### src/hdl/bpl_pkg.sv
// Package for the bounded positional list: operation and status codes,
// cell select codes and the controller command struct. No dependencies.
`default_nettype none

package bpl_pkg;

    // Capacity and index widths, fixed by the 5-bit position and length fields
    localparam int LIST_DEPTH = 16;
    localparam int LEN_W      = $clog2(LIST_DEPTH + 1);
    localparam int IDX_W      = $clog2(LIST_DEPTH);
    localparam int VALUE_W    = 32;
    localparam int POS_W      = 5;
    localparam int STATUS_W   = 2;

    typedef enum logic [2:0] {
        OP_PUSH   = 3'd0,
        OP_POP    = 3'd1,
        OP_INSERT = 3'd2,
        OP_ERASE  = 3'd3,
        OP_READ   = 3'd4,
        OP_WRITE  = 3'd5,
        OP_CLEAR  = 3'd6,
        OP_RESIZE = 3'd7
    } op_t;

    typedef enum logic [1:0] {
        STATUS_OK    = 2'd0,
        STATUS_FULL  = 2'd1,
        STATUS_BAD   = 2'd2,
        STATUS_EMPTY = 2'd3
    } status_t;

    // Next-value source of one element cell
    typedef enum logic [1:0] {
        CELL_HOLD  = 2'd0,
        CELL_VALUE = 2'd1,
        CELL_LOWER = 2'd2,
        CELL_UPPER = 2'd3
    } cell_sel_t;

    // Output register occupancy
    typedef enum logic {
        OUT_EMPTY = 1'b0,
        OUT_HELD  = 1'b1
    } out_state_t;

    // Command from controller to datapath
    typedef struct packed {
        logic exec;
    } ctrl_cmd_t;

endpackage

`default_nettype wire

### src/hdl/bpl_cell.sv
// One element cell of the list row: holds, loads the input value, or takes
// its lower or upper neighbor. Depends on bpl_pkg.
`default_nettype none

module bpl_cell
    import bpl_pkg::*;
#(
    parameter int WIDTH = 32
) (
    input  wire logic             aclk,
    input  wire cell_sel_t        sel,
    input  wire logic [WIDTH-1:0] value,
    input  wire logic [WIDTH-1:0] lower,
    input  wire logic [WIDTH-1:0] upper,
    output logic      [WIDTH-1:0] q
);

    logic [WIDTH-1:0] elem_reg;
    logic [WIDTH-1:0] elem_next;

    // Pick the next element content
    always_comb begin
        unique case (sel)
            CELL_HOLD:  elem_next = elem_reg;
            CELL_VALUE: elem_next = value;
            CELL_LOWER: elem_next = lower;
            CELL_UPPER: elem_next = upper;
        endcase
    end

    // Element storage, contents undefined until written
    always_ff @(posedge aclk) begin
        elem_reg <= elem_next;
    end

    assign q = elem_reg;

endmodule

`default_nettype wire

### src/hdl/bpl_ctrl.sv
// Handshake controller of the bounded positional list: tracks the output
// register and issues the execute command. Depends on bpl_pkg.
`default_nettype none

module bpl_ctrl
    import bpl_pkg::*;
(
    input  wire logic aclk,
    input  wire logic aresetn,
    input  wire logic s_tvalid,
    output logic      s_tready,
    output logic      m_tvalid,
    input  wire logic m_tready,
    output ctrl_cmd_t cmd
);

    out_state_t state_reg;
    out_state_t state_next;
    logic       accept;

    assign accept = s_tvalid && s_tready;

    // Next state
    always_comb begin
        unique case (state_reg)
            OUT_EMPTY: state_next = accept ? OUT_HELD : OUT_EMPTY;
            OUT_HELD:  state_next = (m_tready && !accept) ? OUT_EMPTY : OUT_HELD;
        endcase
    end

    // Outputs: accept a word when the output register is empty or its held result leaves in this cycle
    always_comb begin
        unique case (state_reg)
            OUT_EMPTY: begin
                s_tready = 1'b1;
                m_tvalid = 1'b0;
            end
            OUT_HELD: begin
                s_tready = m_tready;
                m_tvalid = 1'b1;
            end
        endcase
        cmd.exec = accept;
    end

    always_ff @(posedge aclk) begin
        if (!aresetn) begin
            state_reg <= OUT_EMPTY;
        end else begin
            state_reg <= state_next;
        end
    end

endmodule

`default_nettype wire

### src/hdl/bpl_datapath.sv
// Datapath of the bounded positional list: operation decode, length
// register, row of element cells and result register. Depends on bpl_pkg, bpl_cell.
`default_nettype none

module bpl_datapath
    import bpl_pkg::*;
#(
    parameter int ELEMENT_WIDTH = 32
) (
    input  wire logic                aclk,
    input  wire logic                aresetn,
    input  wire ctrl_cmd_t           cmd,
    input  wire op_t                 op,
    input  wire logic [POS_W-1:0]    position,
    input  wire logic [VALUE_W-1:0]  value,
    input  wire logic [LEN_W-1:0]    new_length,
    output logic      [VALUE_W-1:0]  read_value,
    output logic      [LEN_W-1:0]    length,
    output status_t                  status
);

    localparam logic [LEN_W-1:0] DEPTH_L = LEN_W'(LIST_DEPTH);
    localparam logic [LEN_W-1:0] ONE_L   = LEN_W'(1);

    logic [LEN_W-1:0]         len_reg;
    logic [LEN_W-1:0]         len_next;
    status_t                  st;
    logic                     ok;
    logic [VALUE_W-1:0]       rd;
    logic [ELEMENT_WIDTH-1:0] elem_value;
    logic [ELEMENT_WIDTH-1:0] elem_q [LIST_DEPTH];
    logic [VALUE_W-1:0]       read_value_reg;
    logic [LEN_W-1:0]         length_reg;
    status_t                  status_reg;

    assign elem_value = ELEMENT_WIDTH'(value);

    // Decode status and the new length
    always_comb begin
        st       = STATUS_OK;
        len_next = len_reg;
        unique case (op)
            OP_PUSH: begin
                if (len_reg >= DEPTH_L) st = STATUS_FULL;
                else                    len_next = len_reg + ONE_L;
            end
            OP_POP: begin
                if (len_reg == '0) st = STATUS_EMPTY;
                else               len_next = len_reg - ONE_L;
            end
            OP_INSERT: begin
                if (position > len_reg)       st = STATUS_BAD;
                else if (len_reg >= DEPTH_L)  st = STATUS_FULL;
                else                          len_next = len_reg + ONE_L;
            end
            OP_ERASE: begin
                if (position >= len_reg) st = STATUS_BAD;
                else                     len_next = len_reg - ONE_L;
            end
            OP_READ, OP_WRITE: begin
                if (position >= len_reg) st = STATUS_BAD;
            end
            OP_CLEAR: begin
                len_next = '0;
            end
            OP_RESIZE: begin
                if (new_length > DEPTH_L) st = STATUS_BAD;
                else                      len_next = new_length;
            end
        endcase
        ok = (st == STATUS_OK);
    end

    // Read the addressed element, zero for anything but a good read
    always_comb begin
        rd = '0;
        if (op == OP_READ && ok) begin
            rd = VALUE_W'(elem_q[position[IDX_W-1:0]]);
        end
    end

    // Row of cells, each deciding its own source from the decoded operation
    for (genvar i = 0; i < LIST_DEPTH; i++) begin : g_cell
        localparam logic [LEN_W-1:0] IDX  = LEN_W'(i);
        localparam logic [LEN_W-1:0] IDX1 = LEN_W'(i + 1);
        cell_sel_t                sel;
        logic [ELEMENT_WIDTH-1:0] lower;
        logic [ELEMENT_WIDTH-1:0] upper;

        if (i == 0) begin : g_first
            assign lower = '0;
        end else begin : g_mid_lo
            assign lower = elem_q[i-1];
        end
        if (i == LIST_DEPTH - 1) begin : g_last
            assign upper = '0;
        end else begin : g_mid_hi
            assign upper = elem_q[i+1];
        end

        always_comb begin
            sel = CELL_HOLD;
            if (cmd.exec && ok) begin
                unique case (op)
                    OP_PUSH: begin
                        if (IDX == len_reg) sel = CELL_VALUE;
                    end
                    OP_INSERT: begin
                        if (IDX == position)
                            sel = CELL_VALUE;
                        else if (IDX > position && IDX <= len_reg)
                            sel = CELL_LOWER;
                    end
                    OP_ERASE: begin
                        if (IDX >= position && IDX1 < len_reg) sel = CELL_UPPER;
                    end
                    OP_WRITE: begin
                        if (IDX == position) sel = CELL_VALUE;
                    end
                    OP_RESIZE: begin
                        if (IDX >= len_reg && IDX < new_length) sel = CELL_VALUE;
                    end
                    OP_POP, OP_READ, OP_CLEAR: begin
                        sel = CELL_HOLD;
                    end
                endcase
            end
        end

        bpl_cell #(
            .WIDTH(ELEMENT_WIDTH)
        ) u_cell (
            .aclk (aclk),
            .sel  (sel),
            .value(elem_value),
            .lower(lower),
            .upper(upper),
            .q    (elem_q[i])
        );
    end

    // Length register
    always_ff @(posedge aclk) begin
        if (!aresetn) begin
            len_reg <= '0;
        end else if (cmd.exec) begin
            len_reg <= len_next;
        end
    end

    // Result register, loaded with each accepted word
    always_ff @(posedge aclk) begin
        if (cmd.exec) begin
            read_value_reg <= rd;
            length_reg     <= len_next;
            status_reg     <= st;
        end
    end

    assign read_value = read_value_reg;
    assign length     = length_reg;
    assign status     = status_reg;

endmodule

`default_nettype wire

### src/hdl/bounded_positional_list.sv
// Bounded positional list, top level: stream ports, controller and datapath.
// A result word appears on the master side in the cycle after its input word.
// One word per cycle while m_tready is high; all cells update in the accepting cycle.
// Reset (aresetn low, synchronous) empties the list and the output register;
// element contents are not cleared. Depends on bpl_pkg, bpl_ctrl, bpl_datapath.
`default_nettype none

module bounded_positional_list
    import bpl_pkg::*;
#(
    parameter int ELEMENT_WIDTH = 32
) (
    input  wire logic        aclk,
    input  wire logic        aresetn,
    // s_tdata: op[2:0], position[7:3], value[39:8], new_length[44:40], zero[47:45]
    input  wire logic        s_tvalid,
    output logic             s_tready,
    input  wire logic [47:0] s_tdata,
    // m_tdata: read_value[31:0], length[36:32], status[38:37], zero[39]
    output logic             m_tvalid,
    input  wire logic        m_tready,
    output logic      [39:0] m_tdata
);

    ctrl_cmd_t            cmd;
    logic [VALUE_W-1:0]   read_value;
    logic [LEN_W-1:0]     length;
    status_t              status;

    bpl_ctrl u_ctrl (
        .aclk    (aclk),
        .aresetn (aresetn),
        .s_tvalid(s_tvalid),
        .s_tready(s_tready),
        .m_tvalid(m_tvalid),
        .m_tready(m_tready),
        .cmd     (cmd)
    );

    bpl_datapath #(
        .ELEMENT_WIDTH(ELEMENT_WIDTH)
    ) u_datapath (
        .aclk      (aclk),
        .aresetn   (aresetn),
        .cmd       (cmd),
        .op        (op_t'(s_tdata[2:0])),
        .position  (s_tdata[7:3]),
        .value     (s_tdata[39:8]),
        .new_length(s_tdata[44:40]),
        .read_value(read_value),
        .length    (length),
        .status    (status)
    );

    // Pack the result word
    assign m_tdata = {1'b0, status, length, read_value};

endmodule

`default_nettype wire
### config.mk
export PLATFORM = sky130hd
export DESIGN_NAME = bounded_positional_list
export DESIGN_NICKNAME = d
export VERILOG_FILES = /design/src/hdl/bpl_pkg.sv /design/src/hdl/bpl_cell.sv /design/src/hdl/bpl_ctrl.sv /design/src/hdl/bpl_datapath.sv /design/src/hdl/bounded_positional_list.sv
export SDC_FILE = /design/constraint.sdc
export NUM_CORES = 1
export LEC_CHECK = 0
export ABC_AREA = 1
export BUFFER_PORTS_ARGS = -buffer_cell sky130_fd_sc_hd__buf_2
export CAP_MARGIN = 20
export CORE_MARGIN = 2
export CORE_UTILIZATION = 50
export CTS_CLUSTER_DIAMETER = 80
export CTS_CLUSTER_SIZE = 24
export DETAILED_ROUTE_END_ITERATION = 16
export MAX_ROUTING_LAYER = met4
export PLACE_DENSITY = 0.66
export SLEW_MARGIN = 0
export SYNTH_ARGS = -nofsm -noshare
export SYNTH_HDL_FRONTEND = slang
export SYNTH_HIERARCHICAL = 1
export SYNTH_SLANG_ARGS = --single-unit
### constraint.sdc
create_clock -name aclk -period 13.6 [get_ports aclk]
set_input_delay 2.72 -clock aclk [delete_from_list [all_inputs] [get_ports aclk]]
set_output_delay 2.72 -clock aclk [all_outputs]
set_load 0.005 [all_outputs]
==> qor.tcl, run 1 <==
set qor(status) {finished clean}
set qor(global_route_wire_length_before_repair_um) 193000
set qor(worst_setup_path_startpoint) {s_tdata[3]}
set qor(core_area_sq_um) 71400
set qor(worstReg2RegStart) {u_datapath/len_reg[4]}
set qor(fp-row-count) 98
set qor(period_share_pct) 52.0
set qor(syn_avg_cell_area_sq_um) 8.32
set qor(leakagePower_uw) 0.0134
set qor(tritoncts.num_buffers) 36
set qor(min_from) {u_ctrl/state_reg}
set qor(post_dp_cell_area_sq_um) 35500
set qor(fillCellCount) 6871
set qor(most_common_cell_after_layout_fill_and_taps_aside) {sky130_fd_sc_hd__nand3_1}
set qor(timing.critical_path.mode_cell) {sky130_fd_sc_hd__buf_4}
set qor(pwr-share-clk_pct) 34.3
set qor(postCtsResizedCells) 0
set qor(placedCellCount) 5117
set qor(max_cap_violations) 0
set qor(clock-root-buffer) {sky130_fd_sc_hd__clkbuf_16}
set qor(drc_errors) 0
set qor(finish.instance_area_sq_um) 36800
set qor(cts.path.max_buffers) 3
set qor(combinational_power_share_pct) 13.0
set qor(dr.first_iter.drc_count) 5460
set qor(worst_setup_path_type) {in -> reg}
set qor(fraction_of_layout_instances_using_a_drive_strength_above_1_pct) 8.29
set qor(cp_cell_sequence) {buf_8 -> inv_8 -> ha_1 -> nand2_2 -> nand3_2 -> o21ai_2 -> nand2_1 -> nor2_2 -> nand3_4 -> buf_4 -> a21oi_4 -> buf_4 -> inv_1 -> buf_4 -> nand2_1 -> buf_4}
set qor(postCtsSetupRepairBufs) 0
set qor(globalRouteTotalUtil_pct) 34.6
set qor(power.switching_uw) 1090
set qor(grt_antenna_before_repair) 3
set qor(timing_worst_slew_pin_value_ns) 1.12
set qor(largest_register_ff_count) 512
set qor(mostFrequentLayoutCells) {sky130_fd_sc_hd__nand3_1 (1589), sky130_fd_sc_hd__nand2_1 (740), sky130_fd_sc_hd__edfxtp_1 (551), sky130_fd_sc_hd__nor2_1 (344), sky130_fd_sc_hd__o21ai_0 (295)}
set qor(clock_latency_ns) 0.62
set qor(p_int_uw) 2680
set qor(antenna_left) 0
set qor(timing.fmax_mhz) 141
set qor(io-pin-count) 94
set qor(totalNegativeSetupSlack_ns) 0
set qor(slew-limit-headroom_pct) 25.1
set qor(route.final.wire_length_um) 128000
set qor(viasPerCell) 6.45
set qor(synth_cells) 4320
set qor(layout.cells.non_filler) 5182
set qor(worst_path_largest_cell_delay_ns) 0.69
set qor(grt_start_max_net_pins) 96
set qor(ctsHtreeMaxLevel) 2
set qor(die_width_um) 272
set qor(detailedRoute.firstPassIterationCount) 6
set qor(mappedNetlistArea_sq_um) 36000
set qor(power-per-cell-area_nw_per_um2) 103
set qor(fin_crit_ns) 7.07
set qor(clock_tree_sinks) 557
set qor(postSynth.topFlopCell) {sky130_fd_sc_hd__edfxtp_1}
set qor(post_synth_num_cell_types) 49
set qor(synth-edff-count) 551
set qor(max_slew_violations) 0
set qor(setup.worst_path.end_class) {flip-flop}
set qor(crit_path_max_fanout) 56
set qor(seq_power_share_pct) 52.6
set qor(syn2layout_area_growth_pct) 2.40
set qor(clock-skew-final_ns) 0.0549
set qor(critical-path-slowest-cell) {sky130_fd_sc_hd__nand2_1}
set qor(timing.critical_path.from_type) {input port}
set qor(critPathArrivalTime_ns) 7.34
set qor(vdd.ir_drop.worst_uv) 81.1
set qor(timing.hold.worst.class) {reg -> reg}
set qor(die_area_sq_um) 74100
set qor(detailroute.via_count) 33400
set qor(first_global_vias) 30500
set qor(globalplace.congestion) 0.917
set qor(start_util_pct) 50.4
set qor(cts_tree) {yes}
set qor(design.final.nets) 4267
set qor(n_antenna_cell) 0
set qor(ys.warnings.count) 6
set qor(worst-endpoint-required_ns) 13.87
set qor(finalSetupViolCount) 0
set qor(dp_hpwl_um) 81600
set qor(post_synthesis_sequential_area_ratio_pct) 46.4
set qor(timing.hold.ws_ns) 0.533
set qor(ctsHoldBuffers) 0
set qor(wl_per_cell_um) 24.6
set qor(synth-async-reset-ratio_pct) 0
set qor(io_buffers) 89
set qor(synth_seq_cells) 557
set qor(height_of_the_die_um) 272
set qor(grt-ovfl-total) 0
set qor(worst_setup_hold_path_clk_slew_ns) 0.09
set qor(sw_frac_of_total_pct) 29.0
set qor(rsz_0062_raised_after_global_routing) {false}
set qor(timing_hold_violations_final) 0
per-layer routing:
| layer | vias up | GRT usage [%] | share of wire, % |
|---|---|---|---|
| li1 | 15100 | - | - |
| met1 | 15700 | 48.7 | 40 |
| met2 | 2346 | 51.0 | 44 |
| met3 | 235 | 6.29 | 13 |
| met4 | 0 | 10.2 | 2.9 |
| met5 | - | - | 0 |
final timing paths:
check	end	slack, ns	depth (start not counted)
worst max-delay path	u_datapath/g_cell[14].u_cell/q[30]	6.53	16
worst min-delay path	u_ctrl/state_reg	0.53	2
worst max register to register	u_datapath/g_cell[14].u_cell/q[30]	8.11	17
worst min register to register	u_ctrl/state_reg	0.53	2
metrics by stage:
step	power, uW	util (%)	setup slack (ns)
4_1_cts	3770	51.6	6.66
3_3_place_gp	2490	49.8	5.96
3_5_place_dp	2500	49.8	6.00
2_1_floorplan	2330	-	6.71
5_1_grt	3880	51.6	6.40
6_report	3780	51.6	6.53
cells by family (layout without fill, tap and decap cells):
family	after synthesis	in the layout	synth area share [%]
AOI/OAI and AO/OA	502	502	8.34
adders and majority gates	10	10	0.348
and+or+nand+nor	2749	2749	34.8
muxes	5	5	0.139
other	2	65	0.0209
DFF	557	557	46.4
xor gates and xnor gates	2	2	0.0487
buffers and inverters	493	342	9.92
synth_stat cells, types with 21 or more instances:
cell,number,area share (%)
sky130_fd_sc_hd__nand3_1,1589,22
sky130_fd_sc_hd__nand2_1,741,7.7
sky130_fd_sc_hd__edfxtp_1,551,46
sky130_fd_sc_hd__nor2_1,362,3.8
sky130_fd_sc_hd__o21ai_0,295,4.1
sky130_fd_sc_hd__buf_6,169,5.3
sky130_fd_sc_hd__buf_2,93,1.3
sky130_fd_sc_hd__buf_4,78,1.6
sky130_fd_sc_hd__inv_1,76,0.79
sky130_fd_sc_hd__clkbuf_1,42,0.44
sky130_fd_sc_hd__a21oi_2,37,0.90
sky130_fd_sc_hd__o221ai_1,36,0.88
sky130_fd_sc_hd__a21oi_1,25,0.35
sky130_fd_sc_hd__o21ai_1,24,0.33
sky130_fd_sc_hd__o21a_1,23,0.48
sky130_fd_sc_hd__o22ai_1,21,0.37
layout make-up:
type,instances,area [sq um],share of cell area (%)
sequential,557,16700,45.3
multi-input combinational,3333,16200,43.9
inverter,104,438,1.19
clock buffer,39,933,2.54
timing repair buffer,173,1090,2.96
tap,950,1190,3.23
clock inverter,26,342,0.928
power groups by stage:
stage,logic (uW),clock network [uW],registers (uW)
5_1_grt,530,1360,1990
6_report,492,1300,1990
3_5_place_dp,475,0,2020
3_3_place_gp,468,0,2020
4_1_cts,476,1310,1980
2_1_floorplan,322,0,2010
critical path: cells and delay by family:
family	cells	cell delay (ns)
AOI/OAI and AO/OA	2	0.30
adders and majority gates	1	0.36
and+or+nand+nor	6	1.41
buffers and inverters	7	2.38
(Power assumes the default switching activity.)
==> run 2, diff against run 1 <==
- PLACE_DENSITY: 0.66 -> 0.69
- clock period: 13.6 -> 5.7 ns (I/O delays scaled with it)
==> qor.tcl, run 2 (synthesis gave the netlist of run 1 again) <==
set qor(cts_tree) {yes}
set qor(period_share_pct) 75.6
set qor(postCtsResizedCells) 0 ;# unchanged
set qor(fraction_of_layout_instances_using_a_drive_strength_above_1_pct) 8.39 ;# +0.098 points
set qor(grt_antenna_before_repair) 11 ;# +8
set qor(io-pin-count) 94 ;# unchanged
set qor(ctsHtreeMaxLevel) 2 ;# unchanged
set qor(cts.path.max_buffers) 3 ;# unchanged
set qor(leakagePower_uw) 0.0134 ;# about the same
set qor(wl_per_cell_um) 24.2 ;# -1.6%
set qor(dr.first_iter.drc_count) 4854 ;# -11%
set qor(clock_tree_sinks) 557 ;# unchanged
set qor(detailroute.via_count) 34100 ;# +1.8%
set qor(clock-root-buffer) {sky130_fd_sc_hd__clkbuf_16}
set qor(rr_worst_depth) 14 ;# -3
set qor(die_width_um) 272 ;# unchanged
set qor(dp_hpwl_um) 84400 ;# +3.4%
set qor(globalRouteTotalUtil_pct) 34.1 ;# -0.48 points
set qor(clock_latency_ns) 0.60 ;# -0.02 ns
set qor(status) {finished clean}
set qor(totalNegativeSetupSlack_ns) 0 ;# unchanged
set qor(drc_errors) 0 ;# unchanged
set qor(worstReg2RegStart) {u_datapath/len_reg[1]}
set qor(rsz_0062_raised_after_global_routing) {false}
set qor(timing_hold_violations_final) 0 ;# unchanged
set qor(mostFrequentLayoutCells) {sky130_fd_sc_hd__nand3_1 (1589), sky130_fd_sc_hd__nand2_1 (736), sky130_fd_sc_hd__edfxtp_1 (551), sky130_fd_sc_hd__nor2_1 (344), sky130_fd_sc_hd__o21ai_0 (295)}
set qor(timing_worst_slew_pin_value_ns) 0.955 ;# -0.168 ns
set qor(core_area_sq_um) 71400 ;# unchanged
set qor(die_area_sq_um) 74100 ;# unchanged
set qor(fin_crit_ns) 4.31
set qor(detailedRoute.firstPassIterationCount) 6 ;# unchanged
set qor(worst_setup_path_type) {reg -> reg}
set qor(largest_register_ff_count) 512 ;# unchanged
set qor(most_common_cell_after_layout_fill_and_taps_aside) {sky130_fd_sc_hd__nand3_1}
set qor(height_of_the_die_um) 272 ;# unchanged
set qor(vdd.ir_drop.worst_uv) 208 ;# +160%
set qor(worst_setup_path_startpoint) {u_datapath/len_reg[1]}
set qor(global_route_wire_length_before_repair_um) 192000 ;# -0.17%
set qor(cp_cell_sequence) {inv_1 -> ha_1 -> nand2_1 -> nor2_4 -> nand2_2 -> nand3_2 -> o21ai_2 -> nand2_1 -> nor2_2 -> nand3_4 -> buf_12 -> nor2_4 -> inv_4 -> nand2_2}
set qor(clock-skew-final_ns) 0.0274 ;# -0.0276 ns
set qor(antenna_left) 0 ;# unchanged
set qor(fp-row-count) 98 ;# unchanged
set qor(worst_r2r_endpoint) {u_datapath/g_cell[14].u_cell/q[21]}
set qor(fillCellCount) 6935 ;# +0.93%
set qor(syn2layout_area_growth_pct) 2.40 ;# unchanged
set qor(viasPerCell) 6.57 ;# +1.8%
set qor(timing.hold.worst.class) {reg -> reg}
set qor(tritoncts.num_buffers) 35 ;# -2.8%
set qor(placedCellCount) 5122 ;# +0.098%
set qor(grt_start_max_net_pins) 129 ;# +34%
set qor(max_cap_violations) 0 ;# unchanged
set qor(min_from) {u_ctrl/state_reg}
set qor(crit_path_max_fanout) 33 ;# -41%
set qor(setup.worst_path.end_class) {flip-flop}
set qor(worst-endpoint-required_ns) 5.91 ;# -7.96 ns
set qor(critical-path-slowest-cell) {sky130_fd_sc_hd__nand2_2}
set qor(route.final.wire_length_um) 126000 ;# -1.6%
set qor(post_place_worst_slack_ns) 1.07 ;# -4.93 ns
set qor(post-route-util_pct) 51.6 ;# unchanged
set qor(setup_slack_ns) 1.39 ;# -5.13 ns
set qor(worst_setup_hold_path_clk_slew_ns) 0.09 ;# about the same
set qor(post_dp_cell_area_sq_um) 35600 ;# +0.21%
set qor(timing.critical_path.from_type) {flip-flop}
set qor(finalSetupViolCount) 0 ;# unchanged
set qor(ctsHoldBuffers) 0 ;# unchanged
set qor(rrSetupSlack_ns) 1.39 ;# -6.72 ns
set qor(layout.cells.non_filler) 5185 ;# +0.058%
set qor(grt-ovfl-total) 0 ;# unchanged
set qor(globalplace.congestion) 0.946 ;# +3.2%
set qor(slew-limit-headroom_pct) 36.3 ;# +11 points
set qor(finish.instance_area_sq_um) 36800 ;# unchanged
set qor(start_util_pct) 50.4 ;# unchanged
set qor(power-per-cell-area_nw_per_um2) 240 ;# +130%
set qor(min_path_cells) 2 ;# unchanged
set qor(worst_path_largest_cell_delay_ns) 0.72 ;# +0.03 ns
set qor(max_slew_violations) 0 ;# unchanged
set qor(io_buffers) 89 ;# unchanged
set qor(timing.fmax_mhz) 232
set qor(design.final.nets) 4271 ;# +0.094%
set qor(critPathArrivalTime_ns) 4.52 ;# -2.82 ns
set qor(worst_hold_path.endpoint) {u_ctrl/state_reg}
set qor(first_global_vias) 32200 ;# +5.8%
set qor(postCtsSetupRepairBufs) 0 ;# unchanged
## run 2: worst max-delay path, delay by kind of cell, from the launching register on
family	cells	cell delay (ns)
AND/OR/NAND/NOR	9	1.94
buffers and inverters	3	0.81
flip-flops	1	0.67
adder cells (fa/ha/maj)	1	0.37
AO/OA/AOI/OAI	1	0.09
## run 2: metal layers
metal	vias to the layer above	routed length, um	global-route usage [%]
met4	0	6100	15.5
met5	-	0	-
li1	15100	-	-
met3	304	12000	3.91
met2	2161	57500	52.2
met1	16500	49900	45.7
## run 2: layout make-up
class	count	area, sq um	area share [%]
timing repair buffer	178	1150	3.12
clock buffer	37	926	2.51
sequential	557	16700	45.3
multi-input combinational	3333	16200	43.9
antenna	5	12.5	0.0340
clock inverter	21	260	0.707
tap	950	1190	3.23
inverter	104	438	1.19
## run 2: worst max-delay path by stage
| stage | end | slack (ns) | cells after the start |
|---|---|---|---|
| 2_1_floorplan | u_datapath/g_cell[0].u_cell/q[0] | 0.39 | 9 |
| 3_3_place_gp | u_datapath/g_cell[15].u_cell/q[9] | 1.09 | 13 |
| 3_5_place_dp | u_datapath/g_cell[15].u_cell/q[11] | 1.07 | 13 |
| 4_1_cts | u_datapath/g_cell[15].u_cell/q[12] | 1.46 | 14 |
| 5_1_grt | u_datapath/g_cell[11].u_cell/q[10] | 1.23 | 13 |
| 6_report | u_datapath/g_cell[14].u_cell/q[21] | 1.39 | 14 |
## run 2: report_power, final
| part | internal, uW | switching [uW] |
|---|---|---|
| Sequential | 4650 | 86.8 |
| Clock | 1340 | 1610 |
| Combinational | 314 | 853 |
| Total | 6300 | 2550 |
## run 2: stage by stage
step / power, uW / hold slack, ns
global placement: 5940 / 0.511
global route: 9090 / 0.566
detailed placement: 5960 / 0.516
floorplan: 5560 / 0.495
CTS: 8840 / 0.529
finish: 8840 / 0.528
